--- src/rtl/replay_nonce_window_filter_defines.svh ---
// Assertion macros shared by the replay nonce window filter RTL.
`ifndef REPLAY_NONCE_WINDOW_FILTER_DEFINES_SVH
`define REPLAY_NONCE_WINDOW_FILTER_DEFINES_SVH

// A condition that must hold at every clock edge out of reset.
`define RNWF_ASSERT_ALWAYS(label, cond, msg) \
  label: assert property (@(posedge clk_i) disable iff (!rst_ni) (cond)) else $error(msg);

// A consequence that must hold in the same cycle as its antecedent.
`define RNWF_ASSERT_IMP(label, ante, cons, msg) \
  label: assert property (@(posedge clk_i) disable iff (!rst_ni) (ante) |-> (cons)) \
    else $error(msg);

// A consequence that must hold in the cycle after its antecedent.
`define RNWF_ASSERT_NEXT(label, ante, cons, msg) \
  label: assert property (@(posedge clk_i) disable iff (!rst_ni) (ante) |=> (cons)) \
    else $error(msg);

`endif

--- src/rtl/rnwf_pkg.sv ---
// Types and constants shared by the replay nonce window filter modules.
package rnwf_pkg;

  localparam int CFG_IDX_W  = 1;
  localparam int CFG_DATA_W = 32;

  localparam logic [CFG_IDX_W-1:0] CFG_MAX_SKEW    = 1'd0;
  localparam logic [CFG_IDX_W-1:0] CFG_MAX_ENTRIES = 1'd1;

  localparam logic [31:0] MAX_SKEW_RESET    = 32'd30000;
  localparam logic [6:0]  MAX_ENTRIES_RESET = 7'd64;

  typedef enum logic [1:0] {
    VERDICT_OK     = 2'd0,
    VERDICT_STALE  = 2'd1,
    VERDICT_REPLAY = 2'd2
  } verdict_e;

  typedef enum logic [1:0] {
    BK_IDLE,
    BK_SCAN,
    BK_DONE
  } back_state_e;

  typedef struct packed {
    logic [63:0]        nonce_value;
    logic signed [63:0] message_time;
    logic signed [63:0] current_time;
  } in_t;

  typedef struct packed {
    logic       accepted;
    logic [1:0] verdict_code;
    logic [6:0] stored_count;
  } out_t;

  // Word handed from the front end to the store engine.
  typedef struct packed {
    logic [63:0] nonce;
    logic        stale;
  } cls_t;

endpackage

--- src/rtl/replay_nonce_window_filter.sv ---
// Top level of the replay nonce window filter: configuration, front end, queue, store engine.
//
// Each input word is first checked against the time window in the front end (one register
// stage), then handed through a two-entry queue to the store engine. The engine reads the
// nonce ring one entry a cycle through a single memory port. A fresh word is compared with
// every nonce held; a hit ends the scan early. A stale word skips the scan. The engine waits
// while the output register still holds an unaccepted result. The ring needs no clearing
// after reset, since only entries written since reset are ever read. Results wait in an
// output register, and the front end keeps taking words while it waits, until the queue
// and the front-end register are full.
module replay_nonce_window_filter #(
  parameter int STORE_DEPTH = 64
) (
  input  logic                           clk_i,
  input  logic                           rst_ni,
  input  logic                           in_valid_i,
  output logic                           in_ready_o,
  input  rnwf_pkg::in_t                  in_data_i,
  output logic                           out_valid_o,
  input  logic                           out_ready_i,
  output rnwf_pkg::out_t                 out_data_o,
  input  logic                           cfg_we_i,
  input  logic [rnwf_pkg::CFG_IDX_W-1:0] cfg_index_i,
  input  logic [rnwf_pkg::CFG_DATA_W-1:0] cfg_data_i
);

  logic [31:0] max_skew_q;
  logic [6:0]  max_entries_q;

  logic           fr_valid, fr_ready, bk_valid, bk_ready;
  rnwf_pkg::cls_t fr_word, bk_word;

  always_ff @(posedge clk_i or negedge rst_ni) begin
    if (!rst_ni) begin
      max_skew_q    <= rnwf_pkg::MAX_SKEW_RESET;
      max_entries_q <= rnwf_pkg::MAX_ENTRIES_RESET;
    end else if (cfg_we_i) begin
      case (cfg_index_i)
        rnwf_pkg::CFG_MAX_SKEW:    max_skew_q    <= cfg_data_i[31:0];
        rnwf_pkg::CFG_MAX_ENTRIES: max_entries_q <= cfg_data_i[6:0];
        default: ;
      endcase
    end
  end

  rnwf_front u_front (
    .clk_i       (clk_i),
    .rst_ni      (rst_ni),
    .in_valid_i  (in_valid_i),
    .in_i        (in_data_i),
    .in_ready_o  (in_ready_o),
    .max_skew_i  (max_skew_q),
    .cls_valid_o (fr_valid),
    .cls_o       (fr_word),
    .cls_ready_i (fr_ready)
  );

  rnwf_queue u_queue (
    .clk_i        (clk_i),
    .rst_ni       (rst_ni),
    .push_valid_i (fr_valid),
    .push_i       (fr_word),
    .push_ready_o (fr_ready),
    .pop_valid_o  (bk_valid),
    .pop_o        (bk_word),
    .pop_ready_i  (bk_ready)
  );

  rnwf_back #(
    .STORE_DEPTH (STORE_DEPTH)
  ) u_back (
    .clk_i         (clk_i),
    .rst_ni        (rst_ni),
    .cls_valid_i   (bk_valid),
    .cls_i         (bk_word),
    .cls_ready_o   (bk_ready),
    .max_entries_i (max_entries_q),
    .out_valid_o   (out_valid_o),
    .out_o         (out_data_o),
    .out_ready_i   (out_ready_i)
  );

endmodule

--- src/rtl/rnwf_front.sv ---
// Front end: accepts input words and classifies them against the time window.
module rnwf_front (
  input  logic                clk_i,
  input  logic                rst_ni,
  input  logic                in_valid_i,
  input  rnwf_pkg::in_t       in_i,
  output logic                in_ready_o,
  input  logic [31:0]         max_skew_i,
  output logic                cls_valid_o,
  output rnwf_pkg::cls_t      cls_o,
  input  logic                cls_ready_i
);

  logic               stg_valid_q, stg_valid_d;
  logic [63:0]        stg_nonce_q;
  logic signed [64:0] diff_q, diff_d;
  logic signed [64:0] skew_pos, skew_neg;
  logic               in_fire;

  assign in_ready_o = !stg_valid_q || cls_ready_i;
  assign in_fire    = in_valid_i && in_ready_o;

  // The difference is taken one bit wider than the operands, so it is exact.
  assign diff_d = {in_i.current_time[63], in_i.current_time}
                - {in_i.message_time[63], in_i.message_time};

  assign skew_pos = $signed({33'd0, max_skew_i});
  assign skew_neg = -skew_pos;

  always_comb begin
    stg_valid_d = stg_valid_q;
    if (in_fire) begin
      stg_valid_d = 1'b1;
    end else if (cls_ready_i) begin
      stg_valid_d = 1'b0;
    end
  end

  always_ff @(posedge clk_i or negedge rst_ni) begin
    if (!rst_ni) begin
      stg_valid_q <= 1'b0;
    end else begin
      stg_valid_q <= stg_valid_d;
    end
  end

  always_ff @(posedge clk_i) begin
    if (in_fire) begin
      stg_nonce_q <= in_i.nonce_value;
      diff_q      <= diff_d;
    end
  end

  assign cls_valid_o = stg_valid_q;
  assign cls_o.nonce = stg_nonce_q;
  assign cls_o.stale = (diff_q > skew_pos) || (diff_q < skew_neg);

endmodule

--- src/rtl/rnwf_queue.sv ---
// Two-entry queue that decouples the front end from the store engine.
module rnwf_queue (
  input  logic           clk_i,
  input  logic           rst_ni,
  input  logic           push_valid_i,
  input  rnwf_pkg::cls_t push_i,
  output logic           push_ready_o,
  output logic           pop_valid_o,
  output rnwf_pkg::cls_t pop_o,
  input  logic           pop_ready_i
);

  rnwf_pkg::cls_t slot_q [2];
  logic       wr_ptr_q, wr_ptr_d;
  logic       rd_ptr_q, rd_ptr_d;
  logic [1:0] fill_q, fill_d;
  logic       push, pop;

  assign push_ready_o = (fill_q != 2'd2);
  assign pop_valid_o  = (fill_q != 2'd0);
  assign push         = push_valid_i && push_ready_o;
  assign pop          = pop_valid_o && pop_ready_i;
  assign pop_o        = slot_q[rd_ptr_q];

  always_comb begin
    wr_ptr_d = push ? !wr_ptr_q : wr_ptr_q;
    rd_ptr_d = pop ? !rd_ptr_q : rd_ptr_q;
    fill_d   = fill_q;
    if (push && !pop) begin
      fill_d = fill_q + 2'd1;
    end else if (pop && !push) begin
      fill_d = fill_q - 2'd1;
    end
  end

  always_ff @(posedge clk_i or negedge rst_ni) begin
    if (!rst_ni) begin
      wr_ptr_q <= 1'b0;
      rd_ptr_q <= 1'b0;
      fill_q   <= 2'd0;
    end else begin
      wr_ptr_q <= wr_ptr_d;
      rd_ptr_q <= rd_ptr_d;
      fill_q   <= fill_d;
    end
  end

  always_ff @(posedge clk_i) begin
    if (push) begin
      slot_q[wr_ptr_q] <= push_i;
    end
  end

endmodule

--- src/rtl/rnwf_back.sv ---
// Store engine: scans the nonce ring for a replay, then appends and evicts.
`include "replay_nonce_window_filter_defines.svh"

module rnwf_back #(
  parameter int STORE_DEPTH = 64
) (
  input  logic           clk_i,
  input  logic           rst_ni,
  input  logic           cls_valid_i,
  input  rnwf_pkg::cls_t cls_i,
  output logic           cls_ready_o,
  input  logic [6:0]     max_entries_i,
  output logic           out_valid_o,
  output rnwf_pkg::out_t out_o,
  input  logic           out_ready_i
);

  localparam int PTR_W = (STORE_DEPTH > 1) ? $clog2(STORE_DEPTH) : 1;
  localparam int CNT_W = $clog2(STORE_DEPTH + 1);

  logic [63:0] mem [STORE_DEPTH];

  rnwf_pkg::back_state_e state_q, state_d;
  rnwf_pkg::verdict_e    verdict_q;
  logic [63:0]           nonce_q;
  logic [63:0]           rdata_q;
  logic [PTR_W-1:0]      scan_q, oldest_q, scan_inc, oldest_inc;
  logic [CNT_W-1:0]      count_q, idx_q, count_new, limit;
  logic                  pend_q;
  logic                  out_valid_q;
  rnwf_pkg::out_t        out_q;

  logic        out_free, hit, issue, commit, mem_we, evict, scan_end, pop;
  logic [31:0] ent32, lim32, count_ext;

  assign out_free = !out_valid_q || out_ready_i;
  assign hit      = pend_q && (rdata_q == nonce_q);
  assign scan_end = hit || (!issue && !pend_q);

  assign scan_inc   = (scan_q == PTR_W'(STORE_DEPTH - 1)) ? '0 : scan_q + PTR_W'(1);
  assign oldest_inc = (oldest_q == PTR_W'(STORE_DEPTH - 1)) ? '0 : oldest_q + PTR_W'(1);

  // A limit of zero counts as one, and any limit beyond the ring counts as the ring.
  assign ent32 = 32'(max_entries_i);
  always_comb begin
    lim32 = ent32;
    if (ent32 == 32'd0) begin
      lim32 = 32'd1;
    end else if (ent32 > 32'(STORE_DEPTH)) begin
      lim32 = 32'(STORE_DEPTH);
    end
  end
  assign limit = lim32[CNT_W-1:0];
  assign evict = (count_q >= limit);

  always_comb begin
    count_new = count_q;
    if (verdict_q == rnwf_pkg::VERDICT_OK && !evict) begin
      count_new = count_q + CNT_W'(1);
    end
  end
  assign count_ext = 32'(count_new);

  // Next state.
  always_comb begin
    state_d = state_q;
    case (state_q)
      rnwf_pkg::BK_IDLE: begin
        if (cls_valid_i) begin
          state_d = cls_i.stale ? rnwf_pkg::BK_DONE : rnwf_pkg::BK_SCAN;
        end
      end
      rnwf_pkg::BK_SCAN: begin
        if (scan_end) begin
          state_d = rnwf_pkg::BK_DONE;
        end
      end
      rnwf_pkg::BK_DONE: begin
        if (out_free) begin
          state_d = rnwf_pkg::BK_IDLE;
        end
      end
      default: state_d = rnwf_pkg::BK_IDLE;
    endcase
  end

  // Outputs of the sequencer.
  always_comb begin
    cls_ready_o = 1'b0;
    issue       = 1'b0;
    commit      = 1'b0;
    case (state_q)
      rnwf_pkg::BK_IDLE: cls_ready_o = 1'b1;
      rnwf_pkg::BK_SCAN: issue = (idx_q != count_q) && !hit;
      rnwf_pkg::BK_DONE: commit = out_free;
      default: ;
    endcase
  end

  assign pop    = cls_valid_i && cls_ready_o;
  assign mem_we = commit && (verdict_q == rnwf_pkg::VERDICT_OK);

  always_ff @(posedge clk_i or negedge rst_ni) begin
    if (!rst_ni) begin
      state_q     <= rnwf_pkg::BK_IDLE;
      count_q     <= '0;
      oldest_q    <= '0;
      idx_q       <= '0;
      pend_q      <= 1'b0;
      out_valid_q <= 1'b0;
    end else begin
      state_q <= state_d;
      pend_q  <= issue;
      if (pop) begin
        idx_q <= '0;
      end else if (issue) begin
        idx_q <= idx_q + CNT_W'(1);
      end
      if (mem_we) begin
        count_q <= count_new;
        if (evict) begin
          oldest_q <= oldest_inc;
        end
      end
      if (commit) begin
        out_valid_q <= 1'b1;
      end else if (out_ready_i) begin
        out_valid_q <= 1'b0;
      end
    end
  end

  // After a scan without a hit, the scan pointer sits on the free slot.
  always_ff @(posedge clk_i) begin
    rdata_q <= mem[scan_q];
    if (mem_we) begin
      mem[scan_q] <= nonce_q;
    end
    if (pop) begin
      nonce_q   <= cls_i.nonce;
      verdict_q <= cls_i.stale ? rnwf_pkg::VERDICT_STALE : rnwf_pkg::VERDICT_OK;
      scan_q    <= oldest_q;
    end else if (issue) begin
      scan_q <= scan_inc;
    end
    if (state_q == rnwf_pkg::BK_SCAN && scan_end) begin
      verdict_q <= hit ? rnwf_pkg::VERDICT_REPLAY : rnwf_pkg::VERDICT_OK;
    end
    if (commit) begin
      out_q.accepted     <= (verdict_q == rnwf_pkg::VERDICT_OK);
      out_q.verdict_code <= verdict_q;
      out_q.stored_count <= count_ext[6:0];
    end
  end

  assign out_valid_o = out_valid_q;
  assign out_o       = out_q;

  `RNWF_ASSERT_ALWAYS(a_count_in_ring, count_q <= CNT_W'(STORE_DEPTH), "entry count beyond ring")
  `RNWF_ASSERT_IMP(a_scan_bounded, state_q == rnwf_pkg::BK_SCAN, idx_q <= count_q, "scan overran count")
  `RNWF_ASSERT_NEXT(a_append_nonempty, mem_we, count_q != '0, "store empty after an append")
  `RNWF_ASSERT_IMP(a_stale_no_write, mem_we, verdict_q != rnwf_pkg::VERDICT_STALE, "stale word written")

endmodule

--- config.mk ---
export PLATFORM = sky130hd
export DESIGN_NAME = replay_nonce_window_filter
export DESIGN_NICKNAME = d
export VERILOG_FILES = /design/src/rtl/rnwf_pkg.sv /design/src/rtl/replay_nonce_window_filter.sv /design/src/rtl/rnwf_front.sv /design/src/rtl/rnwf_queue.sv /design/src/rtl/rnwf_back.sv
export VERILOG_INCLUDE_DIRS = /design/src /design/src/rtl
export SDC_FILE = /design/constraint.sdc
export NUM_CORES = 2
export LEC_CHECK = 0
export ABC_AREA = 1
export BUFFER_PORTS_ARGS = -buffer_cell sky130_fd_sc_hd__buf_4
export CORE_MARGIN = 2
export CORE_UTILIZATION = 35
export CTS_BUF_LIST = sky130_fd_sc_hd__clkbuf_4
export CTS_CLUSTER_DIAMETER = 50
export DETAILED_ROUTE_END_ITERATION = 10
export PLACE_DENSITY = 0.47
export SLEW_MARGIN = 20
export SYNTH_ARGS = -nofsm -noshare
export SYNTH_HDL_FRONTEND = slang
export SYNTH_MEMORY_MAX_BITS = 65536
export SYNTH_SLANG_ARGS = --single-unit
--- constraint.sdc ---
create_clock -name clk_i -period 6.5 [get_ports clk_i]
set_clock_uncertainty 0.05 [all_clocks]
set_input_delay 0.65 -clock clk_i [delete_from_list [all_inputs] [get_ports clk_i]]
set_output_delay 0.65 -clock clk_i [all_outputs]
set_load 0.02 [all_outputs]
After elaboration in Yosys (flattened, before gate mapping)
Memories as Yosys holds them, arrays and structs flattened. A register that Yosys moved wholly into a read port is not among the register bits.
Cells that the tools add are included.
- register bits: 279
- word-level logic and storage cells: 114
- output and inout bits: 12
- input bits: 230
- memory bits (writable): 4226
- memories kept: 2
- memories (name ; words ; bits a word ; rd ports ; clocked after memory_dff ; write ports ; RTL line ; text):
    u_back.mem ; 64 ; 64 ; 1 ; 1 ; 1 ; rnwf_back.sv:21 ; logic [63:0] mem [STORE_DEPTH];
    u_queue.slot_q ; 2 ; 65 ; 1 ; 0 ; 1 ; rnwf_queue.sv:13 ; rnwf_pkg::cls_t slot_q [2];
- reductions and logical operators: 38
- magnitude comparators: 4
- eq/ne operators: 10
- add/sub/neg operators: 8
- multiplexer cells: 31
- bitwise gates (word level): 1
- operators with widths (kind ; count):
    65-bit by 33-bit greater-than comparator with 1-bit output ; 1
    65-bit < comparator ; 1
    32-bit negator with 65-bit output ; 1
    64-bit by 64-bit subtractor with 65-bit output ; 1
    64-bit equality test ; 1
    7-bit two-way mux ; 5
    32-bit logical NOT ; 1
    6-bit two-way mux ; 4
    2-bit two-way mux ; 9
    7-bit by 1-bit adder with 7-bit output, second input constant ; 2
    6-bit by 1-bit adder with 6-bit output, second input constant ; 2
    6-bit equality test, second input constant ; 2
    1-bit two-way mux ; 12
    2-bit nonzero test ; 6
    1-bit logical AND ; 11
    1-bit logical NOT ; 10
    7-bit greater-or-equal comparator ; 1
    7-bit greater-than comparator, second input constant ; 1
    7-bit != test ; 1
    2-bit by 1-bit != test with 1-bit output, second input constant ; 3
    2-bit one-hot mux with 3 select lines ; 1
    2-bit AND reduction ; 3
    2-bit logical NOT ; 2
    1-bit logical OR ; 4
    other kinds (7) ; 7

Logic depth before layout (Yosys ltp)
- word-level depth: 10
- mapped depth: 25
- gate-level depth less buffers: 24

Hierarchy
A second synthesis with hierarchy kept.
- cells, all modules: 13794
- area total of the unflattened synthesis: 179593.5 um^2
- modules (own cells, without submodules) (module ; area an instance (um^2) ; cells each ; instances):
    rnwf_back ; 160054.8 ; 11344 ; 1
    rnwf_front ; 13005.0 ; 1911 ; 1
    rnwf_queue ; 4936.0 ; 368 ; 1
    replay_nonce_window_filter ; 1597.8 ; 171 ; 1

Least setup slack after synthesis
No wires, ideal clock.
- kind: input to register
- start: in out_ready_i
- end: mem u_back.mem[17][0], enable pin
- data arrival time: 4810 ps
- path slack: 1153 ps
- stages: 7
- data required time: 5963 ps
- buffers on the path: 1
- cells stage by stage: nor2_1 -> nor2_1 -> nand2_1 -> clkinv_1 -> clkbuf_1 -> nand2_1 -> nor2_1
- longest elaborated chain between the ends: 5
- ends and longest elaborated chain (what ; RTL line ; text):
    from (decl) ; replay_nonce_window_filter.sv:20 ; input logic out_ready_i,
    1-bit logical OR ; rnwf_back.sv:36 ; assign out_free = !out_valid_q || out_ready_i;
    1-bit two-way mux ; rnwf_back.sv:92 ; case (state_q)
    via u_back.commit ; rnwf_back.sv:33 ; logic out_free, hit, issue, commit, mem_we, evict, scan_end, pop;
    1-bit logical AND ; rnwf_back.sv:101 ; assign mem_we = commit && (verdict_q == rnwf_pkg::VERDICT_OK);
    1-bit two-way mux ; rnwf_back.sv:136 ; if (mem_we) begin
    1-bit two-way mux (not written as such) ; rnwf_back.sv:137 ; mem[scan_q] <= nonce_q;
    to (decl) ; rnwf_back.sv:21 ;
The timed path passes the listed nets, and every way through them passes these cells.

Worst setup path in the final report
- start: in in_data_i[60] (netlist bit)
- end: reg u_front.diff_q[63] (data pin)
- longest elaborated chain between the ends: 1
- ends and longest elaborated chain (what ; RTL line ; text):
    from (decl) ; replay_nonce_window_filter.sv:18 ; input rnwf_pkg::in_t in_data_i,
    64-bit by 64-bit subtractor with 65-bit output ; rnwf_front.sv:25 ; - {in_i.message_time[63], in_i.message_time};
    via u_front.diff_d[63] ; rnwf_front.sv:16 ; logic signed [64:0] diff_q, diff_d;
    to (signal assigned) ; rnwf_front.sv:50 ; diff_q <= diff_d;
    to (decl) ; rnwf_front.sv:16 ;
The timed path passes the listed nets, and every way through them passes these cells.
A chain may end at the register's enable or synchronous reset.

==> results.ini <==
[finish]
drive_above_1_share_pct=17.2
final_cell_mix=4437 x edfxtp_1, 3750 x nand2_1, 1928 x clkbuf_4
final_common_cell=edfxtp_1
ff_latch_area_um2=136000
final_util_pct=41.7
nets=15218
multi_input_area_um2=36300
area_delta_synth_final_pct=19.0
fillCellCount=47692

[synthesis]
synth_xor_area_share_pct=0.540
syn_avg_cell_area_um2=13.7
synth.area.mux_share_pct=0
synth-simple-area-share_pct=12.1
netlist_instances=12876
netlist_area_um2=177000
synth_top_family_by_area=simple AND/OR/NAND/NOR gates
synth_warnings=0
synth_seq_area_share_pct=77.0
synth_seq_cells=4569
synth_edf_count=4437
synth_ff_type=edfxtp_1
synth_compound_area_share_pct=6.33
synthAdderAreaFrac_pct=1.24
synthArstFlopShare_pct=1.49
yosysUniqueCellTypes=54
syn-num-nets=13281

[power_and_ir_drop]
combPwrFrac_pct=28.4
powerDensity_nw_per_um2=431
pwr-share-clk_pct=28.3
p_int_uw=57600
total_power_uw=90700
seqPwrFrac_pct=43.2
p_sw_share_pct=36.5
vdd_drop_max_mv=0.407
p_leak_uw=0.0754
p_sw_uw=33100

[sta]
finalCritPeriodShare_pct=77.8
tightest_slew_ns=1.19
drv_slew=0
fin_tns_setup_ns=0
period_minus_slack_ns=5.06
relSlewSlack_pct=20.5
hold_viol=0
layout_setup_ws_ns=1.44
rsz0062_at_grt=no
fmax_ghz=0.198
setup_viol=0

[placement]
dpl_worst_slack_ns=1.52
place_congestion=0.873
dp_hpwl_mm=355
port_buffers=241

[die]
die_w_um=715
core-area_um2=504000
initial_core_util_pct=35.1
die_h_um=715
top_level_ports=242
dieArea_um2=511000
rows=261

[clock_tree]
clk_latency_ns=1.83
root_buffer=clkbuf_4
clockBufferDepth=5
clk_pin_slew_worst_paths_ns=0.06
cts_hold_buf=595
htreeDepth=7
postCtsSetupRepairBufs=0
cts_tree=done
cts-resized-gates=0
clkSinkCount=4569
cts_buffers=1294

[global_routing]
grt_usage_pct=24.4
antenna_found_initial=30
grt.overflow.total=0
grt_pass1_wl_mm=878
grt_pass1_vias=116120
grt_max_degree=110

[worst_hold_path]
hold_class=in -> reg
min_to=u_front.stg_nonce_q[42]
holdCritStartpoint=in_data_i[170]
hold_depth=3

[outcome]
outcome=finished clean

[setup_path]
cp-end-kind=register
reg2reg_slack_ns=1.45
cp-start-kind=primary input
reg2reg_depth=9
required_ns=7.93
regToRegEndpoint=u_back.mem[1][33]
crit_path_start=in_data_i[60]
regToRegStartpoint=u_back.state_q[1]
cp.arrival_ns=6.49
path_class=in -> reg
cp_max_fo=5

[routing]
viasPerCell=5.24
ant_nets=0
vias=117417
drc=0
drtIter0Drc=12623
wl_mm=632
first_pass_iters=5
wl_per_cell_um=28.2

[job]
drv_cap=0

-- final cells by class --
cell class | instances | area share [%]
Clock inverter | 215 | 0.509
Multi-Input combinational cell | 7088 | 17.3
Tap cell | 6706 | 3.99
Timing Repair Buffer | 1181 | 5.38
Inverter | 679 | 1.23
Antenna cell | 37 | 0.0440
Clock buffer | 1928 | 6.88
Sequential cell | 4569 | 64.7
-- worst max-delay path, stage by stage --
cell and delay [ns]:
dlygate4sd3_1 0.53, buf_4 0.13, dlygate4sd3_1 0.55, ha_1 0.32, dlygate4sd3_1 0.67, a21oi_1 0.26, nor3_1 0.07, nor2_1 0.09
dlygate4sd3_1 0.56, nand4_1 0.09, dlygate4sd3_1 0.55, a21oi_1 0.13, dlygate4sd3_1 0.59, nand2_1 0.05, dlygate4sd3_1 0.55, nand2_1 0.07
nand2_1 0.06, dlygate4sd3_1 0.56
-- how the worst max path moves through the flow --
| stage | end | slack (ns) | cells past startpoint |
|---|---|---|---|
| 2_1_floorplan | u_back.mem[17][0] | 1.15 | 7 |
| 5_1_grt | u_back.mem[30][16] | 1.22 | 9 |
| 3_3_place_gp | u_back.mem[41][42] | 1.29 | 9 |
| 3_5_place_dp | u_back.mem[1][38] | 1.52 | 8 |
| 4_1_cts | u_back.mem[1][33] | 1.51 | 9 |
| 6_report | u_front.diff_q[63] | 1.44 | 18 |
-- power groups by stage --
stage / sequential [uW] / clock (uW) / combinational, uW
global placement: 39800 / 0 / 25200
global route: 39200 / 27900 / 27500
detailed placement: 39800 / 0 / 25300
finish: 39200 / 25700 / 25800
CTS: 39200 / 26300 / 25700
floorplan: 41000 / 0 / 11100
-- cells in the mapped netlist (174+ instances only) --
| cell type | number | area (um2) |
|---|---|---|
| a21oi_1 | 253 | 1270 |
| a221oi_1 | 377 | 3300 |
| a22oi_1 | 427 | 3210 |
| buf_2 | 214 | 1070 |
| clkbuf_1 | 275 | 1030 |
| edfxtp_1 | 4437 | 133000 |
| ha_1 | 174 | 2180 |
| inv_1 | 667 | 2500 |
| nand2_1 | 3751 | 14100 |
| nand3_1 | 263 | 1320 |
| nand4_1 | 433 | 2710 |
| nor2_1 | 591 | 2220 |
| o21ai_0 | 322 | 1610 |
-- per-layer routing --
layer	vias to the layer above	GRT usage, %	share of wire [%]
li1	51744	-	-
met1	59713	32.9	42
met2	5131	39.3	47
met3	829	5.25	7.4
met4	0	8.05	2.8
met5	-	0	0
-- flip-flops by register name, indices dropped and copies added (netlist names), 6 cells and up --
register	count
u_back.rdata_q	64
max_skew_q	32
u_front.stg_nonce_q	64
u_back.out_o	10
u_back.idx_q	7
u_back.oldest_q	6
u_back.mem	4096
u_back.scan_q	6
u_back.nonce_q	64
u_front.diff_q	65
max_entries_q	7
u_queue.slot_q	130
u_back.count_q	7
-- kinds of logic after synthesis --
| family | after synthesis |
|---|---|
| and+or+nand+nor | 5203 |
| buffers and inverters | 1219 |
| xor gates and xnor gates | 109 |
| AOI/OAI and AO/OA | 1601 |
| adders and majority gates | 175 |
| DFF | 4569 |
-- per-stage QoR --
stage	hold slack, ns	instance area (um2)	cells
5_1_grt	0.0184	210000	22397
3_3_place_gp	0.376	189000	19626
2_1_floorplan	0.304	177000	12876
4_1_cts	0.00165	210000	22365
3_5_place_dp	0.381	189000	19627
6_report	0.196	210000	22403
Note: power is estimated with default switching activity, not from simulation.
